File: src/hdl/dsc_pkg.sv
// ----------------------------------------------------------------------------
// dsc_pkg: shared types and functions of the declaration syntax checker
// Word types, automaton state codes, keyword table and the automaton step.
// ----------------------------------------------------------------------------
`default_nettype none

package dsc_pkg;

  // longest identifier prefix kept for keyword matching
  localparam int unsigned KEYWORD_MAX_LEN = 8;
  localparam int unsigned KW_COUNT = 10;
  localparam int unsigned KW_TYPE_COUNT = 8;
  localparam int unsigned KW_BYTES = 8;

  // automaton states Q1..Q8 and final
  localparam logic [3:0] ST_Q1    = 4'd0;
  localparam logic [3:0] ST_Q2    = 4'd1;
  localparam logic [3:0] ST_Q3    = 4'd2;
  localparam logic [3:0] ST_Q4    = 4'd3;
  localparam logic [3:0] ST_Q5    = 4'd4;
  localparam logic [3:0] ST_Q6    = 4'd5;
  localparam logic [3:0] ST_Q7    = 4'd6;
  localparam logic [3:0] ST_Q8    = 4'd7;
  localparam logic [3:0] ST_FINAL = 4'd8;

  // characters with a meaning of their own
  localparam logic [7:0] CH_TAB    = 8'h09;
  localparam logic [7:0] CH_LF     = 8'h0a;
  localparam logic [7:0] CH_CR     = 8'h0d;
  localparam logic [7:0] CH_SPACE  = " ";
  localparam logic [7:0] CH_QUOTE  = 8'h22;
  localparam logic [7:0] CH_DOLLAR = "$";
  localparam logic [7:0] CH_DOT    = ".";
  localparam logic [7:0] CH_COMMA  = ",";
  localparam logic [7:0] CH_SEMI   = ";";
  localparam logic [7:0] CH_LBRACK = "[";
  localparam logic [7:0] CH_RBRACK = "]";
  localparam logic [7:0] CH_EQUAL  = "=";
  localparam logic [7:0] CH_LPAREN = "(";
  localparam logic [7:0] CH_RPAREN = ")";
  localparam logic [7:0] CH_STAR   = "*";
  localparam logic [7:0] CH_SLASH  = "/";
  localparam logic [7:0] CH_MINUS  = "-";
  localparam logic [7:0] CH_PLUS   = "+";
  localparam logic [7:0] CH_LESS   = "<";
  localparam logic [7:0] CH_GREATER = ">";

  // keywords, right aligned: first character in the highest used byte
  localparam logic [63:0] KW_TEXT [KW_COUNT] = '{
    64'("entero"), 64'("real"), 64'("caracter"), 64'("cadena"), 64'("bool"),
    64'("double"), 64'("long"), 64'("short"), 64'("true"), 64'("false")
  };
  localparam logic [4:0] KW_LEN [KW_COUNT] = '{
    5'd6, 5'd4, 5'd8, 5'd6, 5'd4, 5'd6, 5'd4, 5'd5, 5'd4, 5'd5
  };

  typedef enum logic [2:0] {
    TK_IDENT,
    TK_NUM,
    TK_STR_CLOSED,
    TK_STR_OPEN,
    TK_OP,
    TK_END,
    TK_NONE
  } tok_kind_e;

  typedef struct packed {
    logic [7:0] ch;
    logic       end_of_text;
  } dsc_in_t;

  typedef struct packed {
    logic       accepted;
    logic [3:0] final_state;
  } dsc_out_t;

  // automaton status
  typedef struct packed {
    logic [3:0] st;
    logic       rej;
    logic       stop;
  } dsc_chk_t;

  // tok holds byte j at bits [8j+7:8j]
  function automatic logic kw_match(input logic [63:0] tok, input logic [4:0] len,
                                    input int unsigned idx);
    logic hit;
    logic [4:0] pos;
    hit = (len == KW_LEN[idx]);
    for (int j = 0; j < KW_BYTES; j++) begin
      pos = KW_LEN[idx] - 5'(j) - 5'd1;
      if (5'(j) < KW_LEN[idx]) begin
        if (tok[8*j +: 8] != KW_TEXT[idx][8*pos[2:0] +: 8]) hit = 1'b0;
      end
    end
    return hit;
  endfunction

  // one token into the declaration automaton
  function automatic dsc_chk_t dsc_feed(input dsc_chk_t s, input tok_kind_e kind,
                                        input logic [7:0] op, input logic type_kw,
                                        input logic bool_kw, input logic dot_first,
                                        input logic len_one);
    dsc_chk_t   r;
    logic       ok;
    logic [3:0] nx;
    logic       is_op;
    logic       is_num;
    logic       is_id;
    logic       is_val;
    logic       is_type;
    r       = s;
    ok      = 1'b0;
    nx      = s.st;
    is_op   = (kind == TK_OP);
    is_num  = (kind == TK_NUM) && !(dot_first && len_one);
    is_id   = !(((kind == TK_NUM) && !dot_first) || is_op);
    is_val  = ((kind == TK_IDENT) && bool_kw) || is_num || (kind == TK_STR_CLOSED);
    is_type = (kind == TK_IDENT) && type_kw;
    if (!(s.rej || s.stop)) begin
      case (s.st)
        ST_Q1: begin
          if (is_type) begin nx = ST_Q2; ok = 1'b1; end
        end
        ST_Q2: begin
          if (is_id) begin nx = ST_Q3; ok = 1'b1; end
        end
        ST_Q3: begin
          if (is_op && op == CH_SEMI) begin nx = ST_Q4; ok = 1'b1; end
          else if (is_op && op == CH_COMMA) begin nx = ST_Q2; ok = 1'b1; end
          else if (is_op && op == CH_LBRACK) begin nx = ST_Q5; ok = 1'b1; end
          else if (is_op && op == CH_EQUAL) begin nx = ST_Q8; ok = 1'b1; end
        end
        ST_Q4: begin
          if (kind == TK_END) begin nx = ST_FINAL; ok = 1'b1; end
          else if (is_type) begin nx = ST_Q2; ok = 1'b1; end
        end
        ST_Q5: begin
          if (is_num) begin nx = ST_Q6; ok = 1'b1; end
        end
        ST_Q6: begin
          if (is_op && op == CH_RBRACK) begin nx = ST_Q7; ok = 1'b1; end
        end
        ST_Q7: begin
          if (is_op && op == CH_SEMI) begin nx = ST_Q4; ok = 1'b1; end
          else if (is_op && op == CH_COMMA) begin nx = ST_Q2; ok = 1'b1; end
        end
        ST_Q8: begin
          if (is_val) begin nx = ST_Q7; ok = 1'b1; end
        end
        default: ok = 1'b1;
      endcase
      if (ok) r.st = nx;
      else r.rej = 1'b1;
      if (kind == TK_END) r.stop = 1'b1;
    end
    return r;
  endfunction

endpackage

`default_nettype wire

File: src/hdl/dsc_core.sv
// ----------------------------------------------------------------------------
// dsc_core: lexer and declaration automaton
// Consumes one word per step, keeps token and automaton state, and
// computes the verdict for an end-of-text word.
// ----------------------------------------------------------------------------
`default_nettype none

module dsc_core import dsc_pkg::*; #(
  parameter int unsigned KeywordMaxLen = KEYWORD_MAX_LEN
) (
  input  wire      clk_i,
  input  wire      rst_ni,
  input  wire      step_i,
  input  dsc_in_t  word_i,
  output dsc_out_t res_o
);

  localparam int unsigned LenW = $clog2(KeywordMaxLen + 2);

  localparam logic [1:0] MODE_IDLE  = 2'd0;
  localparam logic [1:0] MODE_IDENT = 2'd1;
  localparam logic [1:0] MODE_NUM   = 2'd2;
  localparam logic [1:0] MODE_STR   = 2'd3;

  dsc_chk_t                       chk_q, chk_d;
  logic [1:0]                     mode_q, mode_d;
  logic [KeywordMaxLen-1:0][7:0]  tok_q, tok_d;
  logic [LenW-1:0]                len_q, len_d;
  logic                           dseen_q, dseen_d;
  logic                           dfirst_q, dfirst_d;

  logic [7:0]  c;
  logic        is_lower, is_digit, is_opch;
  logic        type_kw, bool_kw, len_one;
  logic [63:0] tok_lo;
  logic [4:0]  len5;
  logic        go;

  assign tok_lo  = tok_q[KW_BYTES-1:0];
  assign len5    = 5'(len_q);
  assign len_one = (len_q == LenW'(1));

  always_comb begin
    type_kw = 1'b0;
    for (int unsigned i = 0; i < KW_TYPE_COUNT; i++) begin
      if (kw_match(tok_lo, len5, i)) type_kw = 1'b1;
    end
    bool_kw = kw_match(tok_lo, len5, 8) || kw_match(tok_lo, len5, 9);
  end

  always_comb begin
    c = word_i.ch;
    if (c == CH_TAB || c == CH_LF || c == CH_CR) c = CH_SPACE;
    is_lower = (c >= "a") && (c <= "z");
    is_digit = (c >= "0") && (c <= "9");
    is_opch  = (c == CH_COMMA) || (c == CH_LPAREN) || (c == CH_RPAREN) ||
               (c == CH_EQUAL) || (c == CH_STAR) || (c == CH_SLASH) ||
               (c == CH_MINUS) || (c == CH_PLUS) || (c == CH_LESS) ||
               (c == CH_GREATER) || (c == CH_SEMI) || (c == CH_LBRACK) ||
               (c == CH_RBRACK);
  end

  always_comb begin
    chk_d    = chk_q;
    mode_d   = mode_q;
    tok_d    = tok_q;
    len_d    = len_q;
    dseen_d  = dseen_q;
    dfirst_d = dfirst_q;
    res_o    = '0;
    go       = 1'b0;
    if (step_i) begin
      if (word_i.end_of_text) begin
        // flush pending token, then the end token
        case (mode_q)
          MODE_IDENT: chk_d = dsc_feed(chk_d, TK_IDENT, c, type_kw, bool_kw,
                                       dfirst_q, len_one);
          MODE_NUM:   chk_d = dsc_feed(chk_d, TK_NUM, c, type_kw, bool_kw,
                                       dfirst_q, len_one);
          MODE_STR:   chk_d = dsc_feed(chk_d, TK_STR_OPEN, c, type_kw, bool_kw,
                                       dfirst_q, len_one);
          default:    ;
        endcase
        chk_d             = dsc_feed(chk_d, TK_END, c, type_kw, bool_kw,
                                     dfirst_q, len_one);
        res_o.accepted    = (chk_d.st == ST_FINAL) && !chk_d.rej;
        res_o.final_state = chk_d.st;
        chk_d    = '0;
        mode_d   = MODE_IDLE;
        tok_d    = '0;
        len_d    = '0;
        dseen_d  = 1'b0;
        dfirst_d = 1'b0;
      end else begin
        case (mode_q)
          MODE_STR: begin
            if (c == CH_QUOTE) begin
              chk_d  = dsc_feed(chk_d, TK_STR_CLOSED, c, type_kw, bool_kw,
                                dfirst_q, len_one);
              mode_d = MODE_IDLE;
              tok_d  = '0;
              len_d  = '0;
            end
          end
          MODE_IDENT, MODE_NUM: begin
            if (is_digit || (mode_q == MODE_IDENT && is_lower) ||
                (mode_q == MODE_NUM && c == CH_DOT && !dseen_q)) begin
              if (c == CH_DOT) dseen_d = 1'b1;
              for (int unsigned i = 0; i < KeywordMaxLen; i++) begin
                if (len_q == LenW'(i)) tok_d[i] = c;
              end
              if (len_q <= LenW'(KeywordMaxLen)) len_d = len_q + LenW'(1);
            end else begin
              chk_d    = dsc_feed(chk_d, (mode_q == MODE_IDENT) ? TK_IDENT : TK_NUM,
                                  c, type_kw, bool_kw, dfirst_q, len_one);
              mode_d   = MODE_IDLE;
              tok_d    = '0;
              len_d    = '0;
              dseen_d  = 1'b0;
              dfirst_d = 1'b0;
              go       = 1'b1;
            end
          end
          default: go = 1'b1;
        endcase
        if (go) begin
          if (c == CH_SPACE) begin
            // separator
          end else if (c == CH_QUOTE) begin
            mode_d = MODE_STR;
          end else if (is_lower) begin
            mode_d   = MODE_IDENT;
            tok_d[0] = c;
            len_d    = LenW'(1);
          end else if (is_digit || c == CH_DOT) begin
            mode_d   = MODE_NUM;
            dfirst_d = (c == CH_DOT);
            dseen_d  = (c == CH_DOT);
            tok_d[0] = c;
            len_d    = LenW'(1);
          end else if (is_opch) begin
            chk_d = dsc_feed(chk_d, TK_OP, c, type_kw, bool_kw, dfirst_q, len_one);
          end else if (c == CH_DOLLAR) begin
            chk_d = dsc_feed(chk_d, TK_END, c, type_kw, bool_kw, dfirst_q, len_one);
          end else begin
            // unknown byte: empty token checked twice
            chk_d = dsc_feed(chk_d, TK_NONE, c, type_kw, bool_kw, dfirst_q, len_one);
            chk_d = dsc_feed(chk_d, TK_NONE, c, type_kw, bool_kw, dfirst_q, len_one);
          end
        end
      end
    end
  end

  always_ff @(posedge clk_i or negedge rst_ni) begin
    if (!rst_ni) begin
      chk_q    <= '0;
      mode_q   <= MODE_IDLE;
      tok_q    <= '0;
      len_q    <= '0;
      dseen_q  <= 1'b0;
      dfirst_q <= 1'b0;
    end else begin
      chk_q    <= chk_d;
      mode_q   <= mode_d;
      tok_q    <= tok_d;
      len_q    <= len_d;
      dseen_q  <= dseen_d;
      dfirst_q <= dfirst_d;
    end
  end

endmodule

`default_nettype wire

File: config.mk
export PLATFORM = sky130hd
export DESIGN_NAME = dsc_core
export DESIGN_NICKNAME = d
export VERILOG_FILES = /design/src/hdl/dsc_pkg.sv /design/src/hdl/dsc_core.sv
export SDC_FILE = /design/constraint.sdc
export NUM_CORES = 1
export LEC_CHECK = 0
export ABC_AREA = 0
export BUFFER_PORTS_ARGS = -buffer_cell sky130_fd_sc_hd__buf_2
export CORE_MARGIN = 2
export CORE_UTILIZATION = 35
export CTS_CLUSTER_SIZE = 12
export DETAILED_ROUTE_END_ITERATION = 12
export SYNTH_ARGS = -nofsm -noshare
export SYNTH_HDL_FRONTEND = slang
export SYNTH_SLANG_ARGS = --single-unit
File: constraint.sdc
create_clock -name clk_i -period 2.89 [get_ports clk_i]
set_input_delay 0.4335 -clock clk_i [delete_from_list [all_inputs] [get_ports clk_i]]
set_output_delay 0.4335 -clock clk_i [all_outputs]
set_load 0.02 [all_outputs]
==> flow_metrics.env, run 1 <==
export IMPL_outcome="finished with violations"
export IMPL_violations="negative setup slack"
export IMPL_synth_edf_count=0
export IMPL_grt_usage=0.242
export IMPL_post_drt_wl_per_cell_um=18.8
export IMPL_powerDensity_nw_per_um2=486
export IMPL_multiInputGateArea_um2=3950
export IMPL_clockBufferDepth=2
export IMPL_grt_start_max_net_pins=79
export IMPL_antenna_found_initial=0
export IMPL_top_level_ports=17
export IMPL_num_nets_final=865
export IMPL_rsz0062_at_grt="yes"
export IMPL_grt_overflow_total=0
export IMPL_syn_num_nets=685
export IMPL_rows=46
export IMPL_worst_ir_drop_vdd_uv=373
export IMPL_drt_wl_total_mm=20.0
export IMPL_synth_xor_area_frac=0.00466
export IMPL_dieArea_um2=17200
export IMPL_htreeDepth=3
export IMPL_cts_tree="built"
export IMPL_hold_violations=0
export IMPL_antenna_cells=0
export IMPL_relSlewSlack=0.319
export IMPL_area_growth_synth_to_final_pct=43.7
export IMPL_cts_clk_slew_worst_paths_ns=0.07
export IMPL_finalCritPeriodShare=1.22
export IMPL_timing_reg2reg_setup_slack_ns=-0.36
export IMPL_path_cells="buf_4 > and4b_1 > nand4_1 > buf_4 > nor4_4 > a211oi_4 > a31oi_4 > nand2b_4 > o211a_1 > nand2_2 > or3_4 > a21oi_4 > buf_6"
export IMPL_synth_compound_area_share=0.204
export IMPL_required_ns=2.46
export IMPL_rr_endpoint="chk_q[3]"
export IMPL_dp_cells=1036
export IMPL_seqCellArea_um2=1960
export IMPL_place_gp_congestion=0.967
export IMPL_crit_fanout=3
export IMPL_synth_mux_area_frac=0.0639
export IMPL_core_um2=15800
export IMPL_layout_drive_gt1_share=0.395
export IMPL_synth_top_family_by_area="simple AND/OR/NAND/NOR gates"
export IMPL_die_h_um=131
export IMPL_slew_viol_final=0
export IMPL_avgSynthCellArea_um2=8.49
export IMPL_slowest_stage="dfrtp_1"
export IMPL_fin_crit_ns=3.53
export IMPL_crit_path_end_kind="primary output"
export IMPL_fill_cells=1482
export IMPL_cts_buffers=9
export IMPL_synth_flop_cell="dfrtp_1"
export IMPL_drt_first_pass_iters=5
export IMPL_power_total_mw=3.94
export IMPL_num_vias=6030
export IMPL_die_w_um=131
export IMPL_dp_hpwl_mm=15.0
export IMPL_first_iter_violations=390
export IMPL_clk_latency_ns=0.35
export IMPL_yosys_area_share_simple=0.321
export IMPL_finalSetupTns_ns=-3.52
export IMPL_most_common_layout_cells="buf_4, dfrtp_1, nand2_1, nor2_1, o21ai_0"
export IMPL_port_buffers=16
export IMPL_fin_ws_ns=-0.644
export IMPL_cts_root_buf="clkbuf_16"
export IMPL_leakage_nw=3.53
export IMPL_yosys_warnings=0
export IMPL_ant_nets=0
export IMPL_cp_start_kind="register"
export IMPL_syn_area_um2=5640
export IMPL_final_area_um2=8110
export IMPL_drc=0
export IMPL_ys_ff_latch=78
export IMPL_worst_pin_slew_ns=1.02
export IMPL_path_common_cell="buf_4"
export IMPL_synth_seq_area_share=0.346
export IMPL_postCtsHoldBufs=0
export IMPL_crit_path_max_incr_delay_ns=0.36
export IMPL_hold_path_class="in2async"
export IMPL_grt_pass1_wl_mm=32.0
export IMPL_setup_viol=9
export IMPL_synthCells=665
export IMPL_cts_sinks=78
export IMPL_r2r_start="tok_lo[5]"
export IMPL_synth_cell_types=76
export IMPL_skew_ns=0.0142
export IMPL_vias_per_cell=5.66
export IMPL_mostFrequentLayoutCell="buf_4"
export IMPL_place_area_um2=7230
export IMPL_synth_adder_area_share=0.0177
export IMPL_synth_async_sr_flop_share=1.00
export IMPL_critPathKind="reg2out"
export IMPL_critPathLaunch="tok_lo[5]"
export IMPL_arrival_ns=3.10
export IMPL_start_util=0.357
export IMPL_final_cells=1066
export IMPL_max_cap_violations=0
export IMPL_reg2reg_depth=14
export IMPL_grt_pass1_vias=5997
export IMPL_fmax_mhz=283
cell usage after synthesis (5+ instances only):
master	count	share of area
a31oi_1	12	0.013
ha_1	8	0.018
mux2_2	32	0.064
a21o_1	10	0.013
nor4bb_1	8	0.014
nor4b_1	8	0.012
o21ai_0	45	0.040
and3_1	5	0.0055
and4_1	9	0.014
nand4b_1	8	0.012
o21ai_1	5	0.0044
dfrtp_1	78	0.35
or3_1	7	0.0078
a2bb2oi_1	5	0.0078
clkbuf_1	23	0.015
nor4_1	11	0.012
inv_1	23	0.015
nand2b_1	17	0.019
nor3_1	19	0.017
a21oi_1	22	0.020
nand3_1	22	0.020
and2_1	9	0.010
o22ai_1	6	0.0067
nand4_1	11	0.012
nand2_1	77	0.051
nor2b_1	9	0.010
and4b_1	8	0.014
o2bb2ai_1	5	0.0078
or2_2	6	0.0067
nor3b_1	5	0.0067
nor2_1	55	0.037
buf_2	11	0.0098
o21a_1	5	0.0067
o211ai_1	8	0.011
flip-flops by register name, summed over array words and instances, names as in the netlist:
register  flops
len_q         4
chk_q         6
dseen_q       1
tok_lo       64
mode_q        2
dfirst_q      1
logic make-up after synthesis:
kind of cell	Yosys count
muxes	32
adders and majority gates	8
DFF	78
xor gates and xnor gates	3
and+or+nand+nor	316
AOI/OAI and AO/OA	169
buffers and inverters	59
cell type report:
type | instances | share of cell area
Tap cell | 216 | 0.0333
Multi-Input combinational cell | 528 | 0.486
Clock inverter | 6 | 0.00864
Clock buffer | 10 | 0.0282
Timing Repair Buffer | 205 | 0.191
Inverter | 23 | 0.0106
Sequential cell | 78 | 0.241
worst max path at each step:
| stage | to | slack [ns] | depth (start not counted) |
|---|---|---|---|
| floorplan | res_o[3] | -0.04 | 10 |
| global placement | res_o[3] | -0.45 | 12 |
| detailed placement | res_o[4] | -0.49 | 12 |
| CTS | res_o[3] | -0.65 | 14 |
| global route | res_o[4] | -0.81 | 12 |
| finish | res_o[3] | -0.64 | 13 |
routing by layer:
layer | part of all wire | track usage | vias to the layer above
met5 | 0 | 0 | -
met4 | 0.025 | 0.0801 | 0
met3 | 0.042 | 0.0411 | 39
met2 | 0.51 | 0.423 | 183
met1 | 0.43 | 0.302 | 2952
li1 | - | - | 2856
critical path: cells and delay by family (launching register included):
| kind | cells | cell delay [ns] |
|---|---|---|
| AOI/OAI and AO/OA | 4 | 0.62 |
| DFF | 1 | 0.36 |
| buffers and inverters | 3 | 0.46 |
| and+or+nand+nor | 6 | 1.31 |
stage by stage:
step	setup slack (ns)	hold slack, ns	util
5_1_grt	-0.809	0.315	0.512
2_1_floorplan	-0.0397	0.138	-
4_1_cts	-0.651	0.272	0.495
6_report	-0.644	0.219	0.512
3_5_place_dp	-0.492	0.466	0.457
3_3_place_gp	-0.450	0.457	0.457
report_power, final:
group	internal [mW]	total, mW	switching [mW]
Sequential	1.14	1.20	0.0584
Combinational	0.706	1.57	0.862
Clock	0.676	1.17	0.499
what timing repair did:
action | CTS | global route
resized for setup | 48 | 43
pin swaps | 31 | 29
setup buffers | 6 | 10
endpoints found under the setup margin | 61 | 70
No activity file was read; power rests on OpenSTA's default activity.
==> run 2, diff against run 1 <==
--- a/config.mk
+++ b/config.mk
@@ -11,6 +11,7 @@
 export CORE_UTILIZATION = 35
 export CTS_CLUSTER_SIZE = 12
 export DETAILED_ROUTE_END_ITERATION = 12
+export PLACE_DENSITY = 0.56
 export SYNTH_ARGS = -nofsm -noshare
 export SYNTH_HDL_FRONTEND = slang
 export SYNTH_SLANG_ARGS = --single-unit
==> constraint.sdc (replaced) <==
create_clock -name clk_i -period 4.3 [get_ports clk_i]
set_input_delay 0.645 -clock clk_i [delete_from_list [all_inputs] [get_ports clk_i]]
set_output_delay 0.645 -clock clk_i [all_outputs]
set_load 0.02 [all_outputs]
==> run 2 against run 1 <==
Effect of this change: the flow now finishes without violations; sequential share of layout area is 7.3 points higher; routed wire length is 15% lower; setup slack better by 0.96 ns; global-route usage is 3.5 points lower; cell count is 17% lower; total power is 44% lower; utilization is 12 points lower; largest cell class unchanged; largest power group is now registers.
==> flow_metrics.env, run 2 (synthesis gave the netlist of run 1 again) <==
export IMPL_outcome="completed"
export IMPL_postCtsHoldBufs=0
export IMPL_cts_tree="built"
export IMPL_cts_buffers=9
export IMPL_r2r_start="mode_q[1]"
export IMPL_dp_hpwl_mm=12.8
export IMPL_vias_per_cell=6.06
export IMPL_crit_path_max_incr_delay_ns=0.57
export IMPL_grt_start_max_net_pins=79
export IMPL_final_area_um2=6220
export IMPL_rr_endpoint="chk_q[4]"
export IMPL_timing_reg2reg_setup_slack_ns=0.43
export IMPL_dieArea_um2=17200
export IMPL_ant_nets=0
export IMPL_mostFrequentLayoutCell="dfrtp_1"
export IMPL_fmax_mhz=251
export IMPL_finalSetupTns_ns=0
export IMPL_required_ns=3.65
export IMPL_arrival_ns=3.34
export IMPL_hold_path_class="in2async"
export IMPL_first_iter_violations=484
export IMPL_slew_viol_final=0
export IMPL_reg2reg_depth=12
export IMPL_die_w_um=131
export IMPL_path_cells="nor2b_1 > nand4_1 > nor4b_1 > o21ai_0 > a21oi_1 > o211ai_1 > o211ai_1 > nand3_1 > o22a_1 > nor3_1 > buf_2"
export IMPL_crit_fanout=11
export IMPL_fin_crit_ns=3.99
export IMPL_cp_start_kind="register"
export IMPL_hold_violations=0
export IMPL_rsz0062_at_grt="no"
export IMPL_cts_root_buf="clkbuf_16"
export IMPL_area_growth_synth_to_final_pct=10.2
export IMPL_num_vias=5377
export IMPL_grt_usage=0.207
export IMPL_drt_first_pass_iters=5
export IMPL_grt_pass1_vias=5086
export IMPL_ctsResizeCount=0
export IMPL_setup_viol=0
export IMPL_path_common_cell="o211ai_1"
export IMPL_start_util=0.357
export IMPL_place_area_um2=5920
export IMPL_skew_ns=0.00567
export IMPL_clockBufferDepth=2
export IMPL_max_cap_violations=0
export IMPL_antenna_found_initial=0
export IMPL_leakage_nw=2.55
export IMPL_crit_path_end_kind="primary output"
export IMPL_slowest_stage="nor4b_1"
export IMPL_largest_register_ffs=64
export IMPL_drt_wl_total_mm=17.1
export IMPL_grt_overflow_total=0
export IMPL_die_h_um=131
export IMPL_num_nets_final=687
export IMPL_clk_latency_ns=0.34
export IMPL_rows=46
export IMPL_powerDensity_nw_per_um2=355
export IMPL_fill_cells=1633
export IMPL_cts_clk_slew_worst_paths_ns=0.06
export IMPL_cts_sinks=78
export IMPL_most_common_layout_cells="dfrtp_1, nand2_1, nor2_1, o21ai_0, mux2_2"
export IMPL_top_level_ports=17
export IMPL_core_um2=15800
export IMPL_grt_pass1_wl_mm=27.4
export IMPL_relSlewSlack=0.352
export IMPL_worst_ir_drop_vdd_uv=176
export IMPL_critPathKind="reg2out"
export IMPL_drc=0
export IMPL_post_drt_wl_per_cell_um=19.2
export IMPL_antenna_cells=0
export IMPL_cts_setup_buffers=0
export IMPL_worst_pin_slew_ns=0.972
export IMPL_port_buffers=16
export IMPL_place_gp_congestion=1.00
export IMPL_htreeDepth=3
export IMPL_layout_drive_gt1_share=0.137
export IMPL_finalCritPeriodShare=0.927
==> run 2: changes by cell type in the layout (fill, tap and decap cells not counted), sizes merged <==
cell and delta:
clkinvlp -1, clkinv +2, inv -1, bufinv -1, buf -178, clkbuf +1
==> run 2: layout make-up <==
cell class | count | area (um2) | share of cell area
flip-flops and latches | 78 | 1950 | 0.314
multi-input cells | 528 | 3470 | 0.558
clock buffers | 11 | 243 | 0.0390
clock inverters | 5 | 33.8 | 0.00543
well taps | 216 | 270 | 0.0435
repair buffers | 27 | 165 | 0.0266
inverters | 23 | 86.3 | 0.0139
==> run 2: worst max-delay path, delay by kind of cell, from the launching register on <==
family	cells	cell delay, ns
flip-flops	1	0.51
AO/OA/AOI/OAI	5	0.99
buffers and inverters	1	0.19
AND/OR/NAND/NOR	5	1.31
==> run 2: worst max path at each step <==
stage                          end       from  slack, ns  depth (start not counted)
after floorplan           res_o[4]   len_q[0]       0.89                         12
after CTS                 res_o[1]   len_q[0]       0.05                         13
after global placement    chk_q[4]  mode_q[1]       0.57                         12
after detailed placement  res_o[1]   len_q[0]       0.43                         13
after global routing      res_o[3]   len_q[0]       0.04                         13
final                     res_o[4]   len_q[3]       0.31                         11
==> run 2: power by group <==
group	internal (mW)	switching (mW)
Combinational	0.243	0.431
Sequential	0.767	0.0602
Clock	0.406	0.299
Total	1.42	0.790
==> run 2: per-layer routing <==
layer | track usage | vias up | wire length (um)
met3 | 0.0362 | 40 | 920
li1 | - | 2496 | -
met2 | 0.322 | 200 | 7770
met4 | 0.0907 | 0 | 626
met1 | 0.283 | 2641 | 7750
met5 | 0 | - | 0
==> run 2: per-stage QoR <==
| step | hold WS, ns | utilization | power, mW | setup WS (ns) | std cells |
|---|---|---|---|---|---|
| final | 0.467 | 0.393 | 2.21 | 0.313 | 888 |
| after CTS | 0.475 | 0.392 | 2.21 | 0.0476 | 888 |
| after floorplan | 0.349 | - | 1.32 | 0.893 | 665 |
| after global placement | 0.456 | 0.374 | 1.49 | 0.568 | 872 |
| after detailed placement | 0.462 | 0.374 | 1.50 | 0.427 | 872 |
| after global routing | 0.510 | 0.393 | 2.34 | 0.0448 | 888 |
==> run 3, diff against run 2 <==
--- a/config.mk
+++ b/config.mk
@@ -8,10 +8,10 @@
 export ABC_AREA = 0
 export BUFFER_PORTS_ARGS = -buffer_cell sky130_fd_sc_hd__buf_2
 export CORE_MARGIN = 2
-export CORE_UTILIZATION = 35
+export CORE_UTILIZATION = 45
 export CTS_CLUSTER_SIZE = 12
 export DETAILED_ROUTE_END_ITERATION = 12
-export PLACE_DENSITY = 0.56
+export PLACE_DENSITY = 0.67
 export SYNTH_ARGS = -nofsm -noshare
 export SYNTH_HDL_FRONTEND = slang
 export SYNTH_SLANG_ARGS = --single-unit
==> run 3 against run 2 <==
Effect of this change: sequential share of layout area rose by 0.23 points; combinational power about the same; die area decreased by 22%; sequential power up 0.7%; clock power rose by 11%; utilization up 12 points; first-iteration DRC count down 4.1%; via count decreased by 0.86%; cell count is 5.5% lower; hold slack better by 0.010 ns; clock skew decreased by 0.00067 ns; critical endpoint is now res_o[3]; largest cell class unchanged.
==> flow_metrics.env, run 3 (synthesis gave the netlist of run 1 again) <==
export IMPL_hold_path_class="in2async"
export IMPL_critPathKind="reg2out"
export IMPL_vias_per_cell=6.35
export IMPL_cp_start_kind="register"
export IMPL_grt_pass1_wl_mm=26.8
export IMPL_place_area_um2=5850
export IMPL_num_vias=5331
export IMPL_most_common_layout_cells="dfrtp_1, nand2_1, nor2_1, o21ai_0, mux2_2"
export IMPL_cts_tree="built"
export IMPL_relSlewSlack=0.327
export IMPL_crit_family="simple AND/OR/NAND/NOR gates"
export IMPL_crit_fanout=7
export IMPL_slowest_stage="or4b_4"
export IMPL_final_area_um2=6170
export IMPL_slew_viol_final=0
export IMPL_powerDensity_nw_per_um2=371
export IMPL_largest_register_ffs=64
export IMPL_r2r_start="mode_q[1]"
export IMPL_mostFrequentLayoutCell="dfrtp_1"
export IMPL_drc=0
export IMPL_worst_ir_drop_vdd_uv=269
export IMPL_die_w_um=116
export IMPL_critPathBufInv=1
export IMPL_ant_nets=0
export IMPL_drt_wl_total_mm=16.7
export IMPL_num_nets_final=686
export IMPL_cts_sinks=78
export IMPL_dieArea_um2=13500
export IMPL_arrival_ns=3.38
export IMPL_leakage_nw=2.55
export IMPL_first_iter_violations=464
export IMPL_crit_path_end_kind="primary output"
export IMPL_core_um2=12100
export IMPL_setup_viol=0
export IMPL_timing_reg2reg_setup_slack_ns=0.67
export IMPL_preCtsSetupSlack_ns=0.455
export IMPL_required_ns=3.65
export IMPL_outcome="completed"
export IMPL_layout_drive_gt1_share=0.137
export IMPL_cts_setup_buffers=0
export IMPL_worst_pin_slew_ns=1.00
export IMPL_hold_violations=0
export IMPL_finalSetupTns_ns=0
export IMPL_antenna_cells=0
export IMPL_die_h_um=116
export IMPL_rsz0062_at_grt="no"
export IMPL_grt_overflow_total=0
export IMPL_rows=40
export IMPL_rr_endpoint="chk_q[4]"
export IMPL_reg2reg_depth=12
export IMPL_area_growth_synth_to_final_pct=9.38
export IMPL_grt_pass1_vias=5025
export IMPL_cts_clk_slew_worst_paths_ns=0.06
export IMPL_post_drt_wl_per_cell_um=19.9
export IMPL_port_buffers=16
export IMPL_fin_crit_ns=4.02
export IMPL_fmax_mhz=249
export IMPL_clockBufferDepth=2
export IMPL_place_gp_congestion=0.988
export IMPL_cts_buffers=9
export IMPL_grt_start_max_net_pins=79
export IMPL_dp_hpwl_mm=12.5
export IMPL_crit_path_max_incr_delay_ns=0.58
export IMPL_cts_root_buf="clkbuf_16"
export IMPL_path_cells="or4b_4 > nor4_2 > and4_1 > a32oi_1 > a31oi_2 > nand2b_1 > o211a_1 > nand2_1 > or3_1 > a21oi_1 > buf_2"
export IMPL_htreeDepth=3
export IMPL_start_util=0.466
export IMPL_fin_ws_ns=0.279
export IMPL_skew_ns=0.00499
export IMPL_top_level_ports=17
export IMPL_antenna_found_initial=0
export IMPL_drt_first_pass_iters=5
export IMPL_grt_usage=0.259
export IMPL_clk_latency_ns=0.34
export IMPL_max_cap_violations=0
export IMPL_finalCritPeriodShare=0.935
==> run 3: cell types whose count changed in the layout (fill, tap and decap cells not counted), sizes merged <==
cell / previous run / this run
buf: 27 / 26
bufinv: 0 / 1
clkbuf: 11 / 10
clkinv: 2 / 1
inv: 24 / 25
==> run 3: per-stage QoR <==
stage	utilization	hold WS (ns)	std cells	power, mW
after global placement	0.483	0.455	823	1.48
final	0.510	0.477	839	2.29
after floorplan	-	0.349	665	1.32
after CTS	0.509	0.486	839	2.28
after detailed placement	0.483	0.465	823	1.50
after global routing	0.510	0.493	839	2.41
==> run 3: area by class of cell <==
type,instances,area [um2]
clock buffer,10,239
clock inverter,6,67.6
fill,1207,5940
inverter,23,86.3
multi-input combinational,528,3460
sequential,78,1950
tap,168,210
timing repair buffer,26,158
==> run 3: worst max path at each step <==
stage | cells past startpoint | startpoint | slack, ns | end
final | 11 | tok_lo[27] | 0.28 | res_o[3]
after global routing | 11 | len_q[2] | 0.04 | res_o[4]
after CTS | 13 | len_q[0] | 0.08 | res_o[1]
after detailed placement | 13 | len_q[0] | 0.45 | res_o[1]
after global placement | 13 | len_q[0] | 0.68 | res_o[1]
after floorplan | 12 | len_q[0] | 0.89 | res_o[4]
==> run 3: power breakdown <==
part | internal (mW) | switching, mW | leakage (nW)
registers | 0.767 | 0.0659 | 1.08
logic | 0.242 | 0.429 | 1.32
clock network | 0.468 | 0.317 | 0.145
==> run 3: layer usage <==
layer  vias to the layer above  wire length (um)  global-route usage
met5                         -                 0                   0
met4                         0               367              0.0802
met3                        22               989              0.0465
met2                       201              7290               0.386
met1                      2610              8020               0.383
li1                       2498                 -                   -
==> run 3: repair_timing <==
item | in CTS | in global routing
endpoints found under the hold margin | 0 | 0
endpoints found under the setup margin | 0 | 2
hold buffers | 0 | 0
gates resized for setup | 0 | 3
